## src/rtl/oahm_pkg.sv

```systemverilog
// ----------------------------------------------------------------------------
// oahm_pkg
// Shared constants for the linear probing hash map: defaults, hash, load and operation codes.
// ----------------------------------------------------------------------------
package oahm_pkg;

	localparam int CAPACITY_DEF   = 64;
	localparam int KEY_BITS_DEF   = 32;
	localparam int VALUE_BITS_DEF = 32;

	// multiply-xorshift hash
	localparam logic [31:0] HASH_MULT    = 32'd2654435761;
	localparam int          HASH_SHIFT_A = 15;
	localparam int          HASH_SHIFT_B = 13;

	// load limit: refuse a new key once (count + 1) * LOAD_NUM >= capacity * LOAD_DEN
	localparam int LOAD_NUM = 4;
	localparam int LOAD_DEN = 3;

	localparam logic OP_SET = 1'b0;
	localparam logic OP_GET = 1'b1;

endpackage

```

## src/rtl/oahm_hash.sv

```systemverilog
// ----------------------------------------------------------------------------
// oahm_hash
// Home slot of a key: xorshift, registered multiply, xorshift and mask.
// ----------------------------------------------------------------------------
module oahm_hash import oahm_pkg::*; #(
	parameter int CAPACITY = CAPACITY_DEF,
	parameter int KEY_BITS = KEY_BITS_DEF,
	parameter int IDX_BITS = $clog2(CAPACITY)
) (
	input  logic                clk,
	input  logic [KEY_BITS-1:0] key,
	output logic [IDX_BITS-1:0] home
);

	// only the low bits of the product reach the slot index
	localparam int PW = IDX_BITS + HASH_SHIFT_B;

	logic [63:0]   key_ext;
	logic [63:0]   mix;
	logic [PW-1:0] prod_s1;
	logic [PW-1:0] fold;

	assign key_ext = 64'(key);
	assign mix     = key_ext ^ (key_ext >> HASH_SHIFT_A);

	always_ff @(posedge clk) begin
		prod_s1 <= mix[PW-1:0] * PW'(HASH_MULT);
	end

	assign fold = prod_s1 ^ (prod_s1 >> HASH_SHIFT_B);
	assign home = fold[IDX_BITS-1:0] & IDX_BITS'(CAPACITY - 1);

endmodule

```

## config.mk

```make
export PLATFORM = sky130hd
export DESIGN_NAME = oahm_hash
export DESIGN_NICKNAME = d
export VERILOG_FILES = /design/src/rtl/oahm_pkg.sv /design/src/rtl/oahm_hash.sv
export SDC_FILE = /design/constraint.sdc
export NUM_CORES = 1
export LEC_CHECK = 0
export BUFFER_PORTS_ARGS = -buffer_cell sky130_fd_sc_hd__clkbuf_2
export CAP_MARGIN = 0
export CORE_MARGIN = 4
export CORE_UTILIZATION = 28
export DETAILED_ROUTE_END_ITERATION = 12
export PLACE_DENSITY_LB_ADDON = 0.1
export SYNTH_ARGS = -nofsm -noshare
export SYNTH_HDL_FRONTEND = slang
export SYNTH_SLANG_ARGS = --single-unit
```

## constraint.sdc

```tcl
create_clock -name clk -period 8.03 [get_ports clk]
set_input_delay 0.4015 -clock clk [delete_from_list [all_inputs] [get_ports clk]]
set_output_delay 0.4015 -clock clk [all_outputs]
set_load 0.02 [all_outputs]
```

==> results.ini <==
[clock_network]
cts_buffer_depth = 2
cts_max_level = 1
clk_pin_slew_ns = 0.05
cts_resized = 0
numCtsBuffers = 3
post_cts_buffers = 0
cts_tree = done
cts-root-buf = clkbuf_8
cts_hold_buf = 0
clock_sinks = 12

[logic_synthesis]
synth_area_um2 = 3030
avgSynthCellArea_um2 = 10.0
synth-xor-area-share = 0.192
synth_simple_gate_area_share = 0.0256
ys_ff_latch = 12
synth_compound_area_frac = 0.0405
synth_top_family_by_area = adder cells
synth_adder_area_share = 0.560
synth_nets = 447
post_synth_num_cell_types = 24
ys_warn_count = 0
synth_cells = 303
synth.area.mux_share = 0
yosysSeqAreaShare = 0.0793

[global_routing]
grt-ovfl-total = 0
use_met3 = 0.00863
grt_pass1_wl_um = 11200
grt_pass1_vias = 2179
grt.busiest_layer = met2
use_met2 = 0.189
grt_max_degree = 11
grtUsageTotal = 0.112
grt_util_met1 = 0.158
antenna_found_initial = 0

[worst_setup_path]
cp-endpoint = prod_s1[18]$_DFF_P_
startpoint = key[15]
critPathKind = in2reg
cp-end-kind = flip-flop
arrival_ns = 5.58
crit_path_start_kind = input pin
path_max_fanout = 5
crit_required_ns = 8.14

[final_layout]
largest_reg_flops = 12
area_delta_synth_final_pct = 14.0
regMostFlops = prod_s1
reg_top3 = prod_s1 (12)
fin_nets = 493
drive_above_1_share = 0.144
mostFrequentLayoutCells = inv_1 (83), ha_1 (70), fa_1 (41)
final_common_cell = inv_1
num_antenna_cells = 0

[placement]
port_buffers = 38
dpl.hpwl_um = 6140
place_congestion = 0.768

[timing]
clock.fmax_ghz = 0.183
rsz0062_at_grt = no
setup_tns_ns = 0
final_max_slew_viol_count = 0
timing.final.hold_violations = 0
fin_crit_sh = 0.681
finalCriticalPeriod_ns = 5.47
worst_slew_pin_slew_ns = 0.820
relSlewSlack = 0.451
setup_violations = 0

[detailed_routing]
drc = 0
drt_iter0_drc = 38
wl_per_cell_um = 13.7
routed_wl_um = 6620
vias = 1980
via_per_inst = 4.10
first_pass_iters = 4
ant_nets = 0

[floorplan]
io_pins = 39
start_util = 0.291
die_h_um = 112
rows = 37
dieArea_um2 = 12500
core_area_um2 = 10400
die_x_um = 112

[job]
maxCapViolations = 0

[run_status]
status = finished, final reports clean

[min_path]
min_path_type = in2reg
hp-start = key[1]

worst max-delay path, cell delays in order:
cell and delay [ns]:
clkbuf_2 0.10, xnor2_1 0.60, xnor2_1 0.32, ha_1 0.26
or2_2 0.29, ha_1 0.22, fa_1 0.56, fa_1 0.46
fa_1 0.54, inv_1 0.05, fa_1 0.53, inv_1 0.05
ha_1 0.36, a21o_1 0.20, a21o_1 0.19, a21oi_1 0.15
o21ai_0 0.12, xor2_1 0.15
how the worst min path moves through the flow:
stage          depth (start not counted)                  to  slack (ns)
2_1_floorplan                          1  prod_s1[1]$_DFF_P_        0.51
3_3_place_gp                           2  prod_s1[1]$_DFF_P_        0.75
3_5_place_dp                           2  prod_s1[1]$_DFF_P_        0.77
4_1_cts                                2  prod_s1[1]$_DFF_P_        0.51
5_1_grt                                2  prod_s1[1]$_DFF_P_        0.53
6_report                               2  prod_s1[1]$_DFF_P_        0.51
layer usage:
| layer | vias up | wire length [um] |
|---|---|---|
| met4 | 0 | 80 |
| met3 | 6 | 169 |
| met2 | 33 | 3140 |
| met1 | 927 | 3230 |
| met5 | - | 0 |
| li1 | 1014 | - |
synth_stat cells:
master    number  area share
a41oi_1        1      0.0029
fa_1          41        0.27
a21o_1         6       0.015
and2_1         1      0.0021
o21ai_0        3      0.0050
xor2_2         2       0.011
xor2_1        25       0.072
nand3_1        1      0.0017
a21o_2         1      0.0029
xnor3_1        1      0.0074
o21bai_1       1      0.0025
ha_1          70        0.29
a21oi_1        4      0.0066
inv_1         83        0.10
nor2b_1        1      0.0021
dfxtp_1       12       0.079
nand2_1        4      0.0050
nand4_1        2      0.0041
o221ai_1       1      0.0029
nor2_1         5      0.0062
a31o_2         1      0.0029
xnor2_1       35        0.10
or2_2          1      0.0021
and2_2         1      0.0025
final cells by class:
type / instances / area (um^2)
Fill cell: 1135 / 6960
Multi-Input combinational cell: 208 / 2480
Inverter: 83 / 312
Sequential cell: 12 / 240
Timing Repair Buffer: 41 / 213
Tap cell: 136 / 170
Clock buffer: 3 / 41.3
metrics by stage:
step / setup WS (ns) / instances / utilization / hold WS [ns] / instance area [um^2]
global route: 2.30 / 483 / 0.332 / 0.526 / 3450
global placement: 2.16 / 480 / 0.328 / 0.750 / 3410
finish: 2.56 / 483 / 0.332 / 0.512 / 3450
detailed placement: 2.29 / 480 / 0.328 / 0.765 / 3410
CTS: 2.53 / 483 / 0.332 / 0.515 / 3450
floorplan: 2.93 / 303 / - / 0.515 / 3030
cell families after synthesis:
logic type | after synthesis
adders and majority gates | 111
buffers and inverters | 83
xor gates and xnor gates | 63
AOI/OAI and AO/OA | 18
and+or+nand+nor | 16
DFF | 12
Power is not shown: default switching activity piles up to over one toggle a cycle in this logic, so the estimate is an artifact.
