### config.mk
export PLATFORM = sky130hd
export DESIGN_NAME = oahm_slot_ram
export DESIGN_NICKNAME = d
export VERILOG_FILES = /design/src/rtl/oahm_pkg.sv /design/src/rtl/oahm_slot_ram.sv
export SDC_FILE = /design/constraint.sdc
export NUM_CORES = 2
export LEC_CHECK = 0
export BUFFER_PORTS_ARGS = -buffer_cell sky130_fd_sc_hd__buf_2
export CORE_MARGIN = 4
export CORE_UTILIZATION = 40
export CTS_CLUSTER_DIAMETER = 150
export CTS_CLUSTER_SIZE = 20
export DETAILED_ROUTE_END_ITERATION = 10
export RECOVER_POWER = 25
export SLEW_MARGIN = 20
export SYNTH_ARGS = -nofsm -noshare
export SYNTH_HDL_FRONTEND = slang
export SYNTH_MEMORY_MAX_BITS = 65536
export SYNTH_SLANG_ARGS = --single-unit
export TNS_END_PERCENT = 100
### constraint.sdc
create_clock -name clk -period 9.4 [get_ports clk]
set_input_delay 1.88 -clock clk [delete_from_list [all_inputs] [get_ports clk]]
set_output_delay 1.88 -clock clk [all_outputs]
set_load 0.01 [all_outputs]
### src/rtl/oahm_pkg.sv
// ----------------------------------------------------------------------------
// oahm_pkg
// Shared constants for the linear probing hash map: defaults, hash, load and operation codes.
// ----------------------------------------------------------------------------
package oahm_pkg;

	localparam int CAPACITY_DEF   = 64;
	localparam int KEY_BITS_DEF   = 32;
	localparam int VALUE_BITS_DEF = 32;

	// multiply-xorshift hash
	localparam logic [31:0] HASH_MULT    = 32'd2654435761;
	localparam int          HASH_SHIFT_A = 15;
	localparam int          HASH_SHIFT_B = 13;

	// load limit: refuse a new key once (count + 1) * LOAD_NUM >= capacity * LOAD_DEN
	localparam int LOAD_NUM = 4;
	localparam int LOAD_DEN = 3;

	localparam logic OP_SET = 1'b0;
	localparam logic OP_GET = 1'b1;

endpackage

### src/rtl/oahm_slot_ram.sv
// ----------------------------------------------------------------------------
// oahm_slot_ram
// Slot store: one write port, one read port with registered read data.
// ----------------------------------------------------------------------------
module oahm_slot_ram import oahm_pkg::*; #(
	parameter int DEPTH     = CAPACITY_DEF,
	parameter int WIDTH     = 1 + KEY_BITS_DEF + VALUE_BITS_DEF,
	parameter int ADDR_BITS = $clog2(DEPTH)
) (
	input  logic                 clk,
	input  logic                 we,
	input  logic [ADDR_BITS-1:0] waddr,
	input  logic [WIDTH-1:0]     wdata,
	input  logic                 re,
	input  logic [ADDR_BITS-1:0] raddr,
	output logic [WIDTH-1:0]     rdata
);

	logic [WIDTH-1:0] mem [DEPTH];

	always_ff @(posedge clk) begin
		if (we) begin
			mem[waddr] <= wdata;
		end
	end

	always_ff @(posedge clk) begin
		if (re) begin
			rdata <= mem[raddr];
		end
	end

endmodule

==> flow_metrics.env <==
export IMPL_die_area_um2=408000
export IMPL_worstSetupStartpointType="input pin"
export IMPL_fmax_mhz=146
export IMPL_synthTopCellsByArea="edfxtp_1 (80%), mux4_2 (15%), a22oi_1 (1.2%), mux2i_1 (0.65%), buf_2 (0.59%)"
export IMPL_place_congestion=0.776
export IMPL_max_cap_violations=41
export IMPL_yosys_register_bits=4225
export IMPL_violations="capacitance limit, slew limit"
export IMPL_clockRootBuffer="clkbuf_16"
export IMPL_synth_warnings=0
export IMPL_grt_max_degree=132
export IMPL_fin_worst_skew_ns=0.0410
export IMPL_rr_startpoint="mem[2][4]$_DFFE_PP_"
export IMPL_drc=0
export IMPL_synth_most_common_cell="edfxtp_1"
export IMPL_ant_nets=0
export IMPL_synthAdderAreaFrac_pct=0
export IMPL_worst_pin_slew_ns=6.37
export IMPL_syn_inst=6606
export IMPL_first_global_vias=74868
export IMPL_htreeDepth=4
export IMPL_antenna_found_initial=40
export IMPL_worstPathMaxFanout=48
export IMPL_cts_repair_resized=0
export IMPL_io_pins=145
export IMPL_drt_iter0_drc=12008
export IMPL_relSlewSlack_pct=-325
export IMPL_drt_pass1_iterations=6
export IMPL_wirelength_um=465000
export IMPL_ys_seq_area_share_pct=79.8
export IMPL_via_per_inst=6.33
export IMPL_worstPathCellList="clkbuf_1, buf_4"
export IMPL_worstHoldStart="mem[14][20]$_DFFE_PP_"
export IMPL_fp_dieW_um=638
export IMPL_grt_use_met2_pct=36.1
export IMPL_synth_top_area_share_pct=79.8
export IMPL_synth_cell_types=26
export IMPL_rsz0062_at_grt="false"
export IMPL_yosysTopAreaCell="edfxtp_1"
export IMPL_yosys_top_cells_count="edfxtp_1 (4,225), mux4_2 (1,040), a22oi_1 (260)"
export IMPL_power_density_nw_per_um2=191
export IMPL_portBuffers=144
export IMPL_nets=6879
export IMPL_clk_path_buf_depth=4
export IMPL_grt_busiest_layer="met2"
export IMPL_cts_sinks=4225
export IMPL_vdd_drop_max_v=0.000183
export IMPL_post_cts_buffers=0
export IMPL_num_rows=231
export IMPL_track_usage_pct=22.5
export IMPL_fin_crit_sh_pct=73.0
export IMPL_ctsHoldBuffers=0
export IMPL_synth_top_family_by_area="multiplexers"
export IMPL_min_to="rdata[20]$_DFFE_PP_"
export IMPL_crit_required_ns=9.95
export IMPL_start_util_pct=40.2
export IMPL_r2r_end="rdata[4]$_DFFE_PP_"
export IMPL_netlist_area_um2=159000
export IMPL_synthArstFlopShare_pct=0
export IMPL_clk_latency_ns=0.92
export IMPL_r2r_setup_slack_ns=7.40
export IMPL_slew_viol_final=2597
export IMPL_min_path_cells=4
export IMPL_setup_viol=0
export IMPL_wl_per_cell_um=38.6
export IMPL_final_seq_area_um2=127000
export IMPL_cts_tree="done"
export IMPL_grt_pass1_wl_um=637000
export IMPL_clkSlewWorstSetupHoldPaths_ns=0.08
export IMPL_hpwl_um=241000
export IMPL_worst_setup_path_type="input pin to flip-flop"
export IMPL_crit_path_top_delay_cell="clkbuf_1"
export IMPL_fill_cells=32987
export IMPL_max_stage_delay_ns=4.36
export IMPL_synth_xor_area_share_pct=0
export IMPL_syn_nets=6686
export IMPL_synth_simple_area_share_pct=0.907
export IMPL_multi_input_area_um2=30800
export IMPL_reg2regPathDepth=4
export IMPL_worst_path_buf_inv=2
export IMPL_synthFlopType="edfxtp_1"
export IMPL_syn_avg_cell_area_um2=24.1
export IMPL_core_area_um2=396000
export IMPL_met3_usage_pct=4.03
export IMPL_die_h_um=638
export IMPL_synth_compound_gate_area_share_pct=2.71
export IMPL_arrival_ns=7.42
export IMPL_critPathCaptureType="flip-flop"
export IMPL_leakagePower_nw=51.6
export IMPL_grt_overflow=0
export IMPL_muxShareOfSynthArea_pct=15.4
export IMPL_numCtsBuffers=234
export IMPL_finalSetupTns_ns=0
export IMPL_status="finished, violations left"
export IMPL_synth_edf_count=4225
export IMPL_grt_met1_usage_pct=31.7
export IMPL_syn2layout_area_growth_pct=8.81
export IMPL_finalPower_mw=33.1
export IMPL_drive_gt1_share_pct=24.5
export IMPL_finalHoldViolations=0
export IMPL_min_path_type="flip-flop to flip-flop"
export IMPL_period_needed_ns=6.86
export IMPL_detailroute_via_count=76334
export IMPL_cp_top_family="buffers and inverters"
## logic make-up (layout without fill, tap and decap cells)
logic type,count (synthesis),count (layout)
AOI/OAI and AO/OA,566,566
buffers and inverters,377,583
DFF,4225,4225
muxes,1143,1143
other,0,13
and+or+nand+nor,295,295
## per-stage QoR
step	instance area, um^2	hold WS (ns)	instances	worst slack [ns]	util, %
final	173000	0.910	12067	2.54	43.7
after global routing	173000	0.949	12058	2.68	43.7
after CTS	173000	0.912	12049	4.60	43.7
after detailed placement	167000	0.896	11800	3.60	42.1
after global placement	167000	0.897	11798	3.64	42.1
after floorplan	159000	0.856	6606	2.01	-
## area by class of cell
cell class	instances	area share (%)
flip-flops and latches	4225	73.3
clock inverters	9	0.0767
well taps	5242	3.79
diodes	13	0.0188
repair buffers	334	1.53
clock buffers	240	3.46
multi-input cells	2004	17.8
## flip-flops by register name, summed over array words and instances (netlist names)
register	cells
mem	4160
rdata	65
## cell usage in the layout (no fill, tap or decap), types with 3 or more instances in the layout
cell type and n:
a211oi_1 65, a22oi_1 260, buf_12 43, buf_2 99, buf_4 146, clkbuf_1 45
clkbuf_16 239, diode_2 13, edfxtp_1 4225, inv_6 3, mux2i_1 103, mux4_2 1040
nand2_1 5, nand2_2 3, nand2b_1 5, nand2b_2 4, nand3_1 114, nand3b_1 25
nor2_1 48, nor2_4 64, nor2b_1 4, nor2b_4 5, o211a_1 65, o221ai_1 46
o22ai_1 130, or3_1 3, or3b_2 4
## how the worst max path moves through the flow
stage | depth (start not counted) | to | slack, ns | start
floorplan | 4 | mem[48][0]$_DFFE_PP_ | 2.01 | waddr[3]
global placement | 6 | rdata[4]$_DFFE_PP_ | 3.64 | raddr[0]
detailed placement | 6 | rdata[4]$_DFFE_PP_ | 3.60 | raddr[0]
CTS | 6 | rdata[4]$_DFFE_PP_ | 4.60 | raddr[0]
global route | 2 | rdata[11]$_DFFE_PP_ | 2.68 | re
finish | 2 | rdata[11]$_DFFE_PP_ | 2.54 | re
## routing by layer
metal	wire (um)	share of wire, %
met4	16000	3.4
met5	100	0.021
met1	180000	39
met2	223000	48
met3	46100	9.9
## power breakdown
part	internal, mW	leakage, nW	switching, mW
registers	20.9	38.1	0.0777
clock network	4.52	3.01	5.80
logic	0.618	10.5	1.15
Power figures use the tool's default switching activity.
